$ cat src/hdl/cmm_pkg.sv
// Shared types and constants for the complex matrix multiply unit.
package cmm_pkg;

    localparam int DIM_W     = 4;
    localparam int DIM_RESET = 4;
    localparam int HALF_W    = 16;
    localparam int ELEM_W    = 2 * HALF_W;
    localparam int ACC_W     = 32;

    typedef struct packed {
        logic vld;
        logic first;
        logic fin;
        logic last;
    } t_ctl;

    typedef enum logic [3:0] {
        S_LOAD  = 4'b0001,
        S_HOLD  = 4'b0010,
        S_ISSUE = 4'b0100,
        S_DRAIN = 4'b1000
    } t_state;

endpackage

$ cat src/hdl/cmm_store.sv
// Left and right operand memories, one write port and one registered read port each.
module cmm_store #(
    parameter int MAX_DIM = 8,
    localparam int DEPTH = MAX_DIM * MAX_DIM,
    localparam int AW    = (DEPTH > 1) ? $clog2(DEPTH) : 1
) (
    input  logic                        i_clk,
    input  logic                        i_we,
    input  logic [AW-1:0]               i_waddr,
    input  logic [cmm_pkg::ELEM_W-1:0]  i_wdata_a,
    input  logic [cmm_pkg::ELEM_W-1:0]  i_wdata_b,
    input  logic [AW-1:0]               i_raddr_a,
    input  logic [AW-1:0]               i_raddr_b,
    output logic [cmm_pkg::ELEM_W-1:0]  o_rdata_a,
    output logic [cmm_pkg::ELEM_W-1:0]  o_rdata_b
);
    import cmm_pkg::*;

    logic [ELEM_W-1:0] r_mem_a [DEPTH];
    logic [ELEM_W-1:0] r_mem_b [DEPTH];
    logic [ELEM_W-1:0] r_rdata_a;
    logic [ELEM_W-1:0] r_rdata_b;

    always_ff @(posedge i_clk) begin
        if (i_we) begin
            r_mem_a[i_waddr] <= i_wdata_a;
            r_mem_b[i_waddr] <= i_wdata_b;
        end
    end

    always_ff @(posedge i_clk) begin
        r_rdata_a <= r_mem_a[i_raddr_a];
        r_rdata_b <= r_mem_b[i_raddr_b];
    end

    assign o_rdata_a = r_rdata_a;
    assign o_rdata_b = r_rdata_b;

endmodule

$ cat config.mk
export PLATFORM = sky130hd
export DESIGN_NAME = cmm_store
export DESIGN_NICKNAME = d
export VERILOG_FILES = /design/src/hdl/cmm_pkg.sv /design/src/hdl/cmm_store.sv
export SDC_FILE = /design/constraint.sdc
export NUM_CORES = 2
export LEC_CHECK = 0
export BUFFER_PORTS_ARGS = -buffer_cell sky130_fd_sc_hd__buf_2
export CORE_MARGIN = 2
export CORE_UTILIZATION = 30
export DETAILED_ROUTE_END_ITERATION = 16
export GPL_TIMING_DRIVEN = 0
export PLACE_DENSITY = 0.4
export SKIP_CTS_REPAIR_TIMING = 1
export SYNTH_ARGS = -nofsm -noshare
export SYNTH_HDL_FRONTEND = slang
export SYNTH_SLANG_ARGS = --single-unit
$ cat constraint.sdc
create_clock -name i_clk -period 6.6 [get_ports i_clk]
set_input_delay 0.33 -clock i_clk [delete_from_list [all_inputs] [get_ports i_clk]]
set_output_delay 0.33 -clock i_clk [all_outputs]
set_load 0.05 [all_outputs]
==> key figures <==
Outcome
  • Status: finished, violations left
  • Failing checks: max-capacitance violations, max-slew violations

Clock tree
  • CTS clk-pin slew, worst paths: 0.06 ns
  • Largest buffer count on any clock path: 4
  • CTS Sinks: 4160
  • Total CTS buffers: 457
  • Root Driver: clkbuf_16
  • CTS tree: done
  • H-tree level count: 5
  • Worst-Skew Late Latency: 1.05 ns

Pwr
  • NetSw: 12.95 mW
  • Cell area power density: 309.7 nW/um^2
  • Switching Fraction: 22.42%
  • P_int: 44.80 mW
  • Maximum VDD drop: 221.4 uV
  • Leak Pwr: 57.26 nW
  • Combinational power share: 5.6%
  • Reg power frac: 50.8%
  • Total power: 57.75 mW
  • Clk network pwr share: 43.6%

GRT
  • Total grt overflow: 0
  • Antenna violations before repair: 66
  • Global Route Usage Sum: 19.98%
  • First-pass GRT wire length: 716.5 mm
  • Vias in the first global route: 78970
  • Largest net degree at the start of global routing: 65

Floorplan
  • Row cnt: 265
  • Io pins: 148
  • Die ar.: 526400 um^2
  • Core Area: 519600 um^2
  • Initial Util: 30.06%
  • Die Y: 725.6 um
  • Chip Width: 725.6 um

Logic synthesis
  • Cell taking the most area after synthesis: edfxtp_1
  • Synth area leaders: edfxtp_1, mux4_2, o22ai_1
  • Avg Cell Area, Syn: 23.67 um^2
  • Post-synth EDFFs: 4096
  • Synth Flop Type: edfxtp_1
  • Post-Syn Instances: 6600
  • YS warnings: 0
  • #FFs+latches synth: 4160
  • Synth cell types: 56
  • Synth async-reset ratio: 0%
  • Post-synth net total: 6684
  • Area share of the largest cell type after synthesis: 78.75%
  • Register area share after synthesis: 79.57%
  • Syn Std Cell Area: 156200 um^2

Setup path
  • Buf/Inv on CP: 5
  • CP max FO: 11
  • CP arrival: 4.45 ns
  • CP delay by family, top: buffers and inverters
  • Crit path kind: in2reg
  • Number of cells on the critical path: 7
  • Critical Path RT: 7.36 ns
  • FF-to-FF path depth: 4
  • Crit path largest cell delay: 1.06 ns
  • Slowest-stage cell, CP: a221oi_1
  • CP endpoint kind: register
  • Startpoint type of the worst setup path: input port
  • Cell Chain, Critical Path: buf_2 -> buf_4 -> buf_2 -> clkbuf_1 -> clkbuf_1 -> a21oi_1 -> a221oi_1

Job
  • Max Cap Violations: 1

Routing
  • Routed wire length: 537.3 mm
  • Via count: 77020
  • Final ANT Viol Nets: 0
  • First DRT Iteration DRCs: 8929
  • # DRC: 0
  • Detailed Routing Iterations Pass 1: 5
  • WL per Instance: 36.24 um
  • Detail-routed via count per cell: 5.195

STA
  • RSZ-0062 raised after global routing: false
  • Worst slew pin tran: 1.488 ns
  • Final Hold Vio Count: 0
  • Fin. max-slew vios: 1
  • Final setup vio count: 0
  • Clk_skew: 0.08902 ns
  • Relative slew slack: -1.770%
  • Crit path time final: 3.684 ns
  • Setup TNS: 0 ns
  • Fmax: 271.4 MHz
  • Post-route clock period utilization: 55.83%

Placed design
  • Gpl congestion: 0.7513
  • DP HPWL: 362.7 mm
  • Port Buffers: 136

Final layout
  • Most common cell after layout, fill and taps aside: edfxtp_1
  • Area grow syn2layout: 19.38%
  • Final nets: 7563
  • Footprint of the multi-input gates: 30470 um^2
  • Share of cells above drive strength 1: 30.91%
  • Most frequent cells in the layout: edfxtp_1, mux4_2, clkbuf_16, o22ai_1, buf_2
  • Fillers: 47650
  • Reg area: 124300 um^2

Hold path
  • Hold depth: 1
  • Tightest Hold Check Type: in2reg
[metal layers]
metal	wire, um	share of wire, %	GRT usage, %	vias to the layer above
met4	11740	2.2	3.948	16
met2	254300	47	32.45	2598
li1	-	-	-	30460
met3	30060	5.6	2.654	590
met1	241100	45	28.92	43350
met5	99	0.018	0	-
[layout make-up]
cell class | count | area share (%)
Sequential cell | 4160 | 66.65
Clock inverter | 264 | 1.173
Inverter | 5 | 0.01007
Tap cell | 6942 | 4.658
Antenna cell | 13 | 0.01745
Clock buffer | 586 | 6.693
Buffer | 355 | 1.072
Multi-Input combinational cell | 2080 | 16.34
Timing Repair Buffer | 420 | 3.386
[power groups by stage]
stage,Clock (mW),Sequential [mW],Combinational [mW]
CTS,25.7,29.3,3.29
detailed placement,0,29.9,3.29
finish,25.2,29.3,3.23
global placement,0,29.9,3.17
global route,26.7,29.3,3.39
floorplan,0,30.1,1.38
[cells in the mapped netlist, types with 3 or more instances]
cell type  count
a2111oi_0      3
a211o_1        3
a211oi_1      34
a21oi_1       47
a221oi_1       6
a22o_1         6
a22oi_1       18
a31oi_1        8
and2_1        27
buf_1          9
buf_2        125
buf_4         83
buf_6         26
clkbuf_1     111
dfxtp_1       64
edfxtp_1    4096
inv_1          5
mux2_2        38
mux2i_1       77
mux4_2      1022
nand2_1       67
nand2b_1      14
nand3_1       18
nand3b_1       6
nand4_1        4
nor2_1       103
nor2b_1       28
nor3_1        34
nor4_1        48
o211ai_1       6
o21a_1        23
o21ai_0       32
o21ai_1       21
o221ai_1      50
o22a_1        24
o22ai_1      284
o31ai_1        3
or2_2          3
or3_1          3
[worst paths after layout]
check	startpoint	end	slack [ns]
worst min register to register	r_mem_a[34][5]	o_rdata_a[5]	0.96
worst max-delay path	i_raddr_b[2]	o_rdata_b[10]	2.92
worst min-delay path	i_wdata_b[4]	r_mem_b[23][4]	0.09
worst max register to register	r_mem_b[0][31]	o_rdata_b[31]	4.04
[sequential cells by signal, summed over array words and instances (netlist names)]
| name | count |
|---|---|
| r_mem_b | 2048 |
| o_rdata_b | 32 |
| r_mem_a | 2048 |
| o_rdata_a | 32 |
[stage by stage]
step                utilization [%]  setup slack [ns]  std cells  area [um^2]  hold WS [ns]
global placement              31.86            -4.372      13680       165600        0.8047
finish                        35.89             2.916      14830       186500       0.09313
global route                  35.88             2.899      14820       186400        0.1169
detailed placement            33.02             1.822      13950       171500        0.7983
floorplan                         -             2.274       6600       156200        0.4289
CTS                           35.84             2.877      14800       186200       0.02855
[cells by family (layout without fill, tap and decap cells)]
| kind of cell | after synthesis | in the layout | share of synthesized area, % |
|---|---|---|---|
| compound gates | 582 | 582 | 2.499 |
| buf+inv | 360 | 1630 | 1.291 |
| simple gates | 361 | 361 | 1.139 |
| mux | 1137 | 1137 | 15.50 |
| flops | 4160 | 4160 | 79.57 |
| other cells | 0 | 13 | 0 |
[worst reg2reg max path, delay by kind of cell (launching register included)]
family,cells,cell delay [ns]
compound gates,2,1.42
mux,1,0.46
flops,1,0.37
simple gates,1,0.15
Note: power is estimated with default switching activity, not from simulation.
