$ cat src/hdl/cmm_pkg.sv
// Shared types and constants for the complex matrix multiply unit.
package cmm_pkg;

    localparam int DIM_W     = 4;
    localparam int DIM_RESET = 4;
    localparam int HALF_W    = 16;
    localparam int ELEM_W    = 2 * HALF_W;
    localparam int ACC_W     = 32;

    typedef struct packed {
        logic vld;
        logic first;
        logic fin;
        logic last;
    } t_ctl;

    typedef enum logic [3:0] {
        S_LOAD  = 4'b0001,
        S_HOLD  = 4'b0010,
        S_ISSUE = 4'b0100,
        S_DRAIN = 4'b1000
    } t_state;

endpackage

$ cat src/hdl/cmm_mac.sv
// Shared complex multiply-accumulate unit: product stage then wrapping accumulator.
module cmm_mac (
    input  logic                        i_clk,
    input  logic                        i_rst_n,
    input  cmm_pkg::t_ctl               i_ctl,
    input  logic [cmm_pkg::ELEM_W-1:0]  i_a,
    input  logic [cmm_pkg::ELEM_W-1:0]  i_b,
    output logic                        o_done,
    output logic                        o_last,
    output logic [cmm_pkg::ACC_W-1:0]   o_re,
    output logic [cmm_pkg::ACC_W-1:0]   o_im
);
    import cmm_pkg::*;

    t_ctl r_ctl1;
    t_ctl r_ctl2;
    logic signed [ACC_W-1:0] r_p_rr, r_p_ii, r_p_ri, r_p_ir;
    logic signed [ACC_W-1:0] n_p_rr, n_p_ii, n_p_ri, n_p_ir;
    logic [ACC_W-1:0] r_acc_re, r_acc_im;
    logic [ACC_W-1:0] n_acc_re, n_acc_im;
    logic [ACC_W-1:0] term_re, term_im;
    logic r_done;
    logic r_last;

    always_comb begin
        n_p_rr = $signed(i_a[HALF_W-1:0])      * $signed(i_b[HALF_W-1:0]);
        n_p_ii = $signed(i_a[ELEM_W-1:HALF_W]) * $signed(i_b[ELEM_W-1:HALF_W]);
        n_p_ri = $signed(i_a[HALF_W-1:0])      * $signed(i_b[ELEM_W-1:HALF_W]);
        n_p_ir = $signed(i_b[HALF_W-1:0])      * $signed(i_a[ELEM_W-1:HALF_W]);
    end

    assign term_re = ACC_W'(r_p_rr) - ACC_W'(r_p_ii);
    assign term_im = ACC_W'(r_p_ri) + ACC_W'(r_p_ir);

    always_comb begin
        n_acc_re = r_acc_re;
        n_acc_im = r_acc_im;
        if (r_ctl2.vld) begin
            if (r_ctl2.first) begin
                n_acc_re = term_re;
                n_acc_im = term_im;
            end else begin
                n_acc_re = r_acc_re + term_re;
                n_acc_im = r_acc_im + term_im;
            end
        end
    end

    always_ff @(posedge i_clk) begin
        if (!i_rst_n) begin
            r_ctl1 <= '0;
            r_ctl2 <= '0;
            r_done <= 1'b0;
            r_last <= 1'b0;
        end else begin
            r_ctl1 <= i_ctl;
            r_ctl2 <= r_ctl1;
            r_done <= r_ctl2.vld && r_ctl2.fin;
            r_last <= r_ctl2.vld && r_ctl2.last;
        end
    end

    always_ff @(posedge i_clk) begin
        r_p_rr   <= n_p_rr;
        r_p_ii   <= n_p_ii;
        r_p_ri   <= n_p_ri;
        r_p_ir   <= n_p_ir;
        r_acc_re <= n_acc_re;
        r_acc_im <= n_acc_im;
    end

    assign o_done = r_done;
    assign o_last = r_last;
    assign o_re   = r_acc_re;
    assign o_im   = r_acc_im;

endmodule

$ cat config.mk
export PLATFORM = sky130hd
export DESIGN_NAME = cmm_mac
export DESIGN_NICKNAME = d
export VERILOG_FILES = /design/src/hdl/cmm_pkg.sv /design/src/hdl/cmm_mac.sv
export SDC_FILE = /design/constraint.sdc
export NUM_CORES = 2
export LEC_CHECK = 0
export ABC_AREA = 1
export BUFFER_PORTS_ARGS = -buffer_cell sky130_fd_sc_hd__buf_4
export CAP_MARGIN = 20
export CORE_UTILIZATION = 60
export DETAILED_ROUTE_END_ITERATION = 10
export PLACE_DENSITY = 0.86
export SLEW_MARGIN = 30
export SYNTH_ARGS = -nofsm -noshare
export SYNTH_HDL_FRONTEND = slang
export SYNTH_SLANG_ARGS = --single-unit
$ cat constraint.sdc
create_clock -name i_clk -period 7.4 [get_ports i_clk]
set_input_delay 1.11 -clock i_clk [delete_from_list [all_inputs] [get_ports i_clk]]
set_output_delay 1.11 -clock i_clk [all_outputs]
set_load 0.05 [all_outputs]
==> impl_metrics.py <==
metrics = {
    "detailed_routing": {
        "vias": 46430,
        "drtIter0Drc": 4244,
        "antenna_left": 0,
        "wl_um": 156800,
        "wl_per_cell_um": 18.66,
        "remaining_drc_errors": 0,
        "viasPerCell": 5.523,
        "drtPass1Iterations": 8,
    },
    "grt": {
        "antenna_found_initial": 9,
        "grt.overflow.total": 0,
        "grt_pass1_wl_um": 253600,
        "grt_max_degree": 67,
        "grt_usage_pct": 34.50,
        "grt_pass1_vias": 49360,
    },
    "sta": {
        "worst_slew_pin_slew_ns": 0.9338,
        "final-hold-violation-count": 0,
        "fin_hold_ws_ns": 0.4085,
        "fmax_mhz": 153.7,
        "min_period_ns": 6.507,
        "skew_ns": 0.02501,
        "setup_viol": 0,
        "relSlewSlack_pct": 37.74,
        "setup_tns_ns": 0,
        "finalCritPeriodShare_pct": 87.93,
        "rsz0062_at_grt": "no",
        "slew_violations": 0,
    },
    "clock_network": {
        "cts_setup_buffers": 0,
        "clk_pin_slew_ns": 0.07,
        "clk_latency_ns": 0.59,
        "cts.path.max_buffers": 3,
        "clock-sinks": 202,
        "numCtsBuffers": 27,
        "cts-root-buf": "clkbuf_16",
        "cts_resized": 0,
        "h-tree-depth": 1,
        "cts_tree": "built",
        "cts_hold_buf": 0,
    },
    "floorplanning": {
        "initial_core_util_pct": 60.78,
        "placementRows": 110,
        "core_mm2": 0.09042,
        "dieArea_mm2": 0.09282,
        "io_pins": 136,
        "die_y_um": 304.7,
        "die_x_um": 304.7,
    },
    "synth": {
        "synthTopCellsByArea": "fa_1, inv_1, nand2_1",
        "netlist_instances": 7233,
        "yosys.cell_types.count": 47,
        "synth_edf_count": 64,
        "syn-num-nets": 8807,
        "yosysTopAreaCell": "fa_1",
        "avgSynthCellArea_um2": 7.599,
        "synth_top_area_share_pct": 38.32,
        "yosys_warnings": 0,
        "async_flop_share_pct": 0,
        "ys.flop_type": "dfxtp_1",
        "synth_area_mm2": 0.05496,
        "synth_seq_cells": 202,
        "ys_seq_area_share_pct": 8.523,
    },
    "critical_path": {
        "max_stage_delay_ns": 0.86,
        "cp_max_fo": 32,
        "path_class": "in2reg",
        "crit_top_cell": "fa_1",
        "worstSetupEndpointType": "flip-flop",
        "crit_required_ns": 7.92,
        "critPathSlowestCell": "fa_1",
        "critPathArrivalTime_ns": 7.03,
        "crit_chain": "buf_4, nand2_1, fa_1, inv_1, fa_1, fa_1, fa_1, inv_1, fa_1, inv_1, fa_1, ha_1, inv_1, nor3_1, nand2_1, nor4_1, nand2_1, o211ai_1, nand2_1, nand2_1",
        "start_kind": "primary input",
    },
    "cells_and_area": {
        "nNetsFinal": 8778,
        "syn_to_final_growth_pct": 4.983,
        "stdcell_count": 8407,
        "final_common_cell": "inv_1",
        "final_cell_mix": "inv_1, nand2_1, fa_1",
        "drive_gt1_share_pct": 3.626,
    },
    "hold_path": {
        "hold_path.class": "reg2reg",
    },
    "placement": {
        "hpwlAfterDp_um": 130100,
        "numPlacedInstances": 8351,
        "globalplace.congestion": 1.015,
        "io_buffers": 135,
    },
    "run": {
        "cap_viol_max_count": 0,
    },
    "outcome": {
        "outcome": "finished clean",
    },
}
## cell usage after synthesis (2+ instances only)
cell type     n
nor2_2        6
clkbuf_1    201
nor3_1       51
nor3_4        2
or2_2        17
edfxtp_1     64
nand3_1     209
nand3b_1     16
o21bai_1     43
inv_1      1992
o31ai_1       4
a211oi_1      2
o21ai_0     140
a21oi_2       4
and2_1       22
a21o_1       27
o21ai_2       4
xnor2_1      69
fa_1       1052
a21oi_1     266
nand2_1    1811
a21boi_0     12
nand3_2       3
o21a_1       14
nand4_1      53
or2_1         2
ha_1        452
o211ai_1     13
buf_1         2
nor4_1       14
nand2_2      10
o21ai_1      15
xor2_2        5
o21bai_2      2
dfxtp_1     138
and3_1        3
xor2_1      118
a31oi_1       6
nor2_1      355
buf_2         7
## per-layer routing
metal / GRT usage, % / routed length (um) / vias up
li1: - / - / 21090
met1: 45.75 / 62400 / 22520
met4: 14.12 / 6701 / 6
met2: 56.20 / 72470 / 2354
met5: 0 / 37 / -
met3: 6.001 / 15230 / 453
## final timing paths
kind | startpoint | to | slack, ns | cells past startpoint
setup reg to reg | r_p_ii[6] | o_re[28] | 3.21 | 21
hold reg to reg | r_ctl1[3] | r_ctl2[3] | 0.41 | 2
setup / recovery | i_a[20] | r_p_ir[31] | 0.89 | 20
hold / removal | r_ctl1[3] | r_ctl2[3] | 0.41 | 2
## through the flow
stage	setup WS, ns	utilization [%]	cell area, um2
3_3_place_gp	0.4784	62.79	56780
2_1_floorplan	0.9886	-	54960
4_1_cts	0.9669	63.80	57690
3_5_place_dp	0.3571	62.79	56780
5_1_grt	0.5208	63.80	57690
6_report	0.8931	63.81	57700
## flip-flops by register name (all words and copies together), names as in the netlist
signal  cells
r_p_ii     32
r_p_rr     32
o_re       32
o_im       32
r_ctl1      4
r_p_ir     32
r_ctl2      4
o_last      1
r_p_ri     32
o_done      1
## worst max-delay path, delay by kind of cell
family	cells	cell delay (ns)
and+or+nand+nor	7	1.12
adders and majority gates	7	3.94
AOI/OAI and AO/OA	1	0.11
buffers and inverters	5	0.71
## cells by family (layout without fill, tap and decap cells)
group | after synthesis | count (layout) | synth area share, %
AOI/OAI and AO/OA | 554 | 554 | 5.684
xor gates and xnor gates | 192 | 192 | 3.128
adders and majority gates | 1504 | 1504 | 48.61
buffers and inverters | 2204 | 2196 | 15.07
DFF | 202 | 202 | 8.523
other | 0 | 6 | 0
and+or+nand+nor | 2577 | 2577 | 18.99
## final cells by class
type | instances | area [um2]
diodes | 6 | 15.01
clock buffers | 27 | 675.6
clock inverters | 23 | 230.2
fillers | 7563 | 32720
inverters | 1994 | 7485
multi-input cells | 4827 | 42000
flip-flops and latches | 202 | 4687
well taps | 1176 | 1471
repair buffers | 152 | 1141
Power is left out: the tool's default activity adds up to more than one toggle a clock period on the data nets, which glitch-free logic cannot reach.
