**src/hdl/cmm_pkg.sv**
```systemverilog
// Shared types and constants for the complex matrix multiply unit.
package cmm_pkg;

    localparam int DIM_W     = 4;
    localparam int DIM_RESET = 4;
    localparam int HALF_W    = 16;
    localparam int ELEM_W    = 2 * HALF_W;
    localparam int ACC_W     = 32;

    typedef struct packed {
        logic vld;
        logic first;
        logic fin;
        logic last;
    } t_ctl;

    typedef enum logic [3:0] {
        S_LOAD  = 4'b0001,
        S_HOLD  = 4'b0010,
        S_ISSUE = 4'b0100,
        S_DRAIN = 4'b1000
    } t_state;

endpackage

```
**src/hdl/cmm_ctrl.sv**
```systemverilog
// Sequencer: side register, load counter, and row/column/inner index walk.
module cmm_ctrl #(
    parameter int MAX_DIM = 8,
    localparam int DEPTH = MAX_DIM * MAX_DIM,
    localparam int AW    = (DEPTH > 1) ? $clog2(DEPTH) : 1
) (
    input  logic                        i_clk,
    input  logic                        i_rst_n,
    input  logic                        i_cfg_valid,
    output logic                        o_cfg_ready,
    input  logic [cmm_pkg::DIM_W-1:0]   i_cfg_dim,
    input  logic                        i_valid,
    output logic                        o_stall,
    output logic                        o_we,
    output logic [AW-1:0]               o_waddr,
    output logic [AW-1:0]               o_raddr_a,
    output logic [AW-1:0]               o_raddr_b,
    output cmm_pkg::t_ctl               o_ctl,
    input  logic                        i_res_done,
    input  logic                        i_res_last,
    input  logic                        i_out_free
);
    import cmm_pkg::*;

    localparam int SW = $clog2(MAX_DIM + 1);
    localparam int IW = (MAX_DIM > 1) ? $clog2(MAX_DIM) : 1;
    localparam int CW = $clog2(DEPTH + 1);

    t_state r_state, n_state;
    logic [DIM_W-1:0] r_dim, n_dim;
    logic [CW-1:0] r_load_cnt, n_load_cnt;
    logic [IW-1:0] r_i, n_i, r_j, n_j, r_z, n_z;
    logic [AW-1:0] r_row, n_row, r_a_addr, n_a_addr, r_b_addr, n_b_addr;

    logic [SW-1:0] side;
    logic [SW-1:0] side_m1;
    logic [AW-1:0] side_a;
    logic [CW-1:0] total;
    logic [CW-1:0] load_next;
    logic z_end, j_end, i_end;

    always_comb begin
        if (r_dim == '0) begin
            side = SW'(1);
        end else if (r_dim > DIM_W'(MAX_DIM)) begin
            side = SW'(MAX_DIM);
        end else begin
            side = r_dim[SW-1:0];
        end
    end

    assign side_m1   = side - SW'(1);
    assign side_a    = AW'(side);
    assign total     = CW'(side) * CW'(side);
    assign load_next = r_load_cnt + CW'(1);
    assign z_end     = (r_z == side_m1[IW-1:0]);
    assign j_end     = (r_j == side_m1[IW-1:0]);
    assign i_end     = (r_i == side_m1[IW-1:0]);

    always_comb begin
        n_state    = r_state;
        n_dim      = r_dim;
        n_load_cnt = r_load_cnt;
        n_i        = r_i;
        n_j        = r_j;
        n_z        = r_z;
        n_row      = r_row;
        n_a_addr   = r_a_addr;
        n_b_addr   = r_b_addr;
        unique case (r_state)
            S_LOAD: begin
                if (i_cfg_valid) begin
                    n_dim      = i_cfg_dim;
                    n_load_cnt = '0;
                end else if (i_valid) begin
                    if (load_next == total) begin
                        n_load_cnt = '0;
                        n_state    = S_HOLD;
                        n_i        = '0;
                        n_j        = '0;
                        n_z        = '0;
                        n_row      = '0;
                        n_a_addr   = '0;
                        n_b_addr   = '0;
                    end else begin
                        n_load_cnt = load_next;
                    end
                end
            end
            S_HOLD: begin
                if (i_out_free) begin
                    n_state = S_ISSUE;
                end
            end
            S_ISSUE: begin
                if (!z_end) begin
                    n_z      = r_z + IW'(1);
                    n_a_addr = r_a_addr + AW'(1);
                    n_b_addr = r_b_addr + side_a;
                end else begin
                    n_z     = '0;
                    n_state = S_DRAIN;
                    if (j_end) begin
                        n_j      = '0;
                        n_i      = r_i + IW'(1);
                        n_row    = r_row + side_a;
                        n_a_addr = r_row + side_a;
                        n_b_addr = '0;
                    end else begin
                        n_j      = r_j + IW'(1);
                        n_a_addr = r_row;
                        n_b_addr = AW'(r_j) + AW'(1);
                    end
                end
            end
            S_DRAIN: begin
                if (i_res_done) begin
                    n_state = i_res_last ? S_LOAD : S_HOLD;
                end
            end
            default: begin
                n_state = S_LOAD;
            end
        endcase
    end

    always_ff @(posedge i_clk) begin
        if (!i_rst_n) begin
            r_state    <= S_LOAD;
            r_dim      <= DIM_W'(DIM_RESET);
            r_load_cnt <= '0;
            r_i        <= '0;
            r_j        <= '0;
            r_z        <= '0;
            r_row      <= '0;
            r_a_addr   <= '0;
            r_b_addr   <= '0;
        end else begin
            r_state    <= n_state;
            r_dim      <= n_dim;
            r_load_cnt <= n_load_cnt;
            r_i        <= n_i;
            r_j        <= n_j;
            r_z        <= n_z;
            r_row      <= n_row;
            r_a_addr   <= n_a_addr;
            r_b_addr   <= n_b_addr;
        end
    end

    assign o_cfg_ready = (r_state == S_LOAD);
    assign o_stall     = (r_state != S_LOAD) || i_cfg_valid;
    assign o_we        = i_valid && !o_stall;
    assign o_waddr     = r_load_cnt[AW-1:0];
    assign o_raddr_a   = r_a_addr;
    assign o_raddr_b   = r_b_addr;

    always_comb begin
        o_ctl.vld   = (r_state == S_ISSUE);
        o_ctl.first = (r_z == '0);
        o_ctl.fin   = z_end;
        o_ctl.last  = z_end && j_end && i_end;
    end

endmodule

```
**config.mk**
```make
export PLATFORM = sky130hd
export DESIGN_NAME = cmm_ctrl
export DESIGN_NICKNAME = d
export VERILOG_FILES = /design/src/hdl/cmm_pkg.sv /design/src/hdl/cmm_ctrl.sv
export SDC_FILE = /design/constraint.sdc
export NUM_CORES = 1
export LEC_CHECK = 0
export BUFFER_PORTS_ARGS = -buffer_cell sky130_fd_sc_hd__buf_2
export CAP_MARGIN = 25
export CORE_MARGIN = 1.5
export CORE_UTILIZATION = 30
export CTS_BUF_LIST = sky130_fd_sc_hd__clkbuf_2 sky130_fd_sc_hd__clkbuf_4 sky130_fd_sc_hd__clkbuf_8
export DETAILED_ROUTE_END_ITERATION = 10
export GPL_TIMING_DRIVEN = 0
export PLACE_DENSITY = 0.53
export SLEW_MARGIN = 10
export SYNTH_ARGS = -nofsm -noshare
export SYNTH_HDL_FRONTEND = slang
export SYNTH_SLANG_ARGS = --single-unit
```
**constraint.sdc**
```tcl
create_clock -name i_clk -period 7.5 [get_ports i_clk]
set_input_delay 1.5 -clock i_clk [delete_from_list [all_inputs] [get_ports i_clk]]
set_output_delay 1.5 -clock i_clk [all_outputs]
set_load 0.02 [all_outputs]
```
==> results.toml <==
[floorplanning]
die_area_sq_um = 10900
fp.dieW_um = 104
io_pins = 36
core-area_sq_um = 9860
initial_utilization_pct = 31.2
std_cell_rows = 36
dieHeight_um = 104

[routing]
ant_nets = 0
drtPass1Iterations = 4
drt_iter0_markers = 116
drc = 0
wl_per_cell_um = 16.2
vias = 2827
vias_per_cell = 5.16
wl_um = 8860

[global_routing]
grt_max_degree = 14
grt_usage_pct = 16.5
overflow = 0
antenna_found_initial = 0
grt_pass1_vias = 2698
grt_pass1_wl_um = 14200

[critical_path]
cp.required_ns = 6.00
path_class = "flip-flop to primary output"
reg2reg_depth = 12
crit_path_end_kind = "primary output"
r2r-end = "o_raddr_b[1]"
r2r_slack_ns = 3.83
cp-start-kind = "flip-flop"
crit_arrival_ns = 3.33
crit_fanout = 10
reg2reg_from = "r_dim[1]"

[power]
comb_power_share_pct = 34.2
clkPwrFrac_pct = 26.9
peakVddDrop_v = 0.0000744
p_per_area_nw_per_um2 = 172
power_switching_mw = 0.225
intPower_mw = 0.380
switching_share_pct = 37.2
pwr-share-seq_pct = 38.9
p_leak_nw = 1.45
power.total_mw = 0.605

[logic_synthesis]
yosys_register_bits = 42
yosysSeqAreaShare_pct = 27.3
dominantRegCellSynth = "dfxtp_1"
synth-edff-count = 0
netlist_instances = 372
synth-xor-area-share_pct = 10.0
synth_top_family_by_area = "compound AO/OA/AOI/OAI gates"
synthAdderAreaFrac_pct = 10.1
ys_types = 57
netlist_area_sq_um = 3080
syn_avg_cell_area_sq_um = 8.27
yosysWarningCount = 0
synth-simple-area-share_pct = 19.2
async_flop_share_pct = 0
synth-compound-area-share_pct = 23.8
synth_mux_area_share_pct = 2.76

[hold_path]
min-delay-start = "r_i[2]"
hold-path-endpoint = "r_i[2]"
hold-path-cell-count = 2
hp-class = "flip-flop to flip-flop"

[timing]
fmax_ghz = 0.207
hold_violations = 0
fin_crit_ns = 4.83
setup_viol = 0
maxSlewHeadroom_pct = 48.5
worst_slack_ns = 2.67
slew_violations = 0
setup_tns_ns = 0
finClkSkew_ns = 0.00831
min_period_over_period_pct = 64.4
worst_pin_slew_ns = 0.764
rsz0062_at_grt = "no"

[clock_tree]
numCtsBuffers = 5
insertion_delay_ns = 0.31
postCtsSetupBuffers = 0
cts-root-buf = "clkbuf_8"
hold_buffers = 0
clkTransAtPathRegs_ns = 0.09
cts_tree = "built"
cts-htree-levels = 2
clkSinkCount = 42
cts_buffer_depth = 2
ctsResizeCount = 0

[cells_and_area]
drive_above_1_share_pct = 15.9
finalNonFillerCells = 548
nFillCells = 1071
design_area_sq_um = 3510
final_nets = 448
areaGrowthSynthToFinish_pct = 14.1
antennaDiodeCount = 0

[flow_run]
cap_violations = 0

[place]
io_buffers = 34
dp_slack_ns = 3.00
hpwl_um = 6580
place.gp.congestion = 0.801
dp_cells = 540
placed_area_sq_um = 3420

[run_status]
status = "complete, no violations"
-- cells by family after synthesis --
logic type | Yosys count
DFF | 42
muxes | 8
other | 1
AOI/OAI and AO/OA | 110
xor gates and xnor gates | 29
buffers and inverters | 44
adders and majority gates | 23
and+or+nand+nor | 115
-- per-layer routing --
layer	track usage (%)	up-vias	wire (um)	share of wire [%]
met5	0	-	0	0
met1	22.2	1324	4260	48
met2	27.6	69	4090	46
met3	2.63	10	387	4.4
li1	-	1424	-	-
met4	4.17	0	123	1.4
-- cell usage in the layout (no fill, tap or decap), drive strengths merged, types with 2 or more instances in the layout --
cell,instances
or4,3
conb,2
a31oi,10
nor2,24
o21ai,19
or3,4
nand2,26
nand3,22
nand3b,3
and3,3
clkbuf,19
a22oi,3
nor3b,2
a211oi,4
xor2,12
and2,3
xnor3,4
nor2b,7
nor4,2
nor3,3
o21bai,2
nand2b,6
o211ai,22
o221ai,2
dfxtp,42
nand4,5
mux2i,4
buf,47
a21o,4
mux2,4
a21oi,31
a32oi,3
clkinv,2
xnor2,13
ha,20
inv,17
fa,3
-- Yosys cell counts (3+ instances only) --
library cell | n | area (sq um)
nand3b_1 | 3 | 22.5
o21ai_1 | 4 | 20.0
nand2b_1 | 6 | 37.5
a21o_1 | 4 | 30.0
mux2i_1 | 4 | 40.0
nor2b_1 | 7 | 43.8
and3_1 | 3 | 18.8
nand3_1 | 22 | 110
dfxtp_1 | 42 | 841
and2_1 | 3 | 18.8
o211ai_1 | 22 | 165
ha_1 | 20 | 250
or4_1 | 3 | 22.5
a32oi_1 | 3 | 26.3
buf_4 | 9 | 67.6
nand2_1 | 26 | 97.6
xnor2_1 | 13 | 114
clkbuf_1 | 13 | 48.8
xnor3_1 | 4 | 90.1
nor2_1 | 24 | 90.1
fa_1 | 3 | 60.1
inv_1 | 16 | 60.1
xor2_1 | 12 | 105
nand4_1 | 4 | 25.0
nor3_1 | 3 | 15.0
buf_2 | 4 | 20.0
a21oi_1 | 31 | 155
a22oi_1 | 3 | 22.5
o21ai_0 | 15 | 75.1
mux2_2 | 4 | 45.0
a31oi_1 | 9 | 56.3
-- sequential cells by signal (all words and copies together), names as in the netlist --
name / flops
r_load_cnt: 7
o_raddr_a: 6
o_raddr_b: 6
r_row: 6
r_dim: 4
r_state: 4
r_i: 3
r_j: 3
r_z: 3
-- how the worst max path moves through the flow --
stage	cells after the start	slack (ns)	to	from
4_1_cts	11	2.65	o_ctl[0]	r_dim[0]
6_report	11	2.67	o_ctl[0]	r_dim[1]
2_1_floorplan	10	3.66	o_ctl[0]	r_dim[1]
3_3_place_gp	11	2.99	o_ctl[0]	r_dim[0]
3_5_place_dp	11	3.00	o_ctl[0]	r_dim[0]
5_1_grt	11	2.44	o_ctl[0]	r_dim[0]
-- through the flow --
step / util [%] / hold slack, ns
after global routing: 35.6 / 0.510
after floorplan: - / 0.449
after detailed placement: 34.7 / 0.472
after global placement: 34.7 / 0.477
after CTS: 35.6 / 0.493
final: 35.6 / 0.494
-- critical path: stages, from the launching register on --
cell	delay, ns
dfxtp_1	0.38
o21ba_1	0.25
nor2_1	0.47
inv_1	0.14
ha_1	0.30
xnor2_1	0.16
xnor2_1	0.16
nor3_1	0.38
buf_2	0.32
nand4_1	0.18
nor2_1	0.11
buf_2	0.18
-- power by group through the flow --
| stage | clock network (mW) | registers [mW] | logic [mW] |
|---|---|---|---|
| global route | 0.174 | 0.237 | 0.227 |
| CTS | 0.166 | 0.236 | 0.207 |
| floorplan | 0 | 0.238 | 0.156 |
| detailed placement | 0 | 0.241 | 0.206 |
| global placement | 0 | 0.241 | 0.205 |
| finish | 0.162 | 0.235 | 0.207 |
-- cell type report --
| type | instances | area, sq um | area share, % |
|---|---|---|---|
| well taps | 133 | 166 | 4.74 |
| clock buffers | 6 | 82.6 | 2.35 |
| repair buffers | 34 | 170 | 4.84 |
| multi-input cells | 287 | 2040 | 58.0 |
| inverters | 18 | 67.6 | 1.92 |
| flip-flops and latches | 42 | 841 | 23.9 |
| clock inverters | 2 | 12.5 | 0.356 |
| plain buffers | 26 | 136 | 3.88 |
Note: power is estimated with default switching activity, not from simulation.
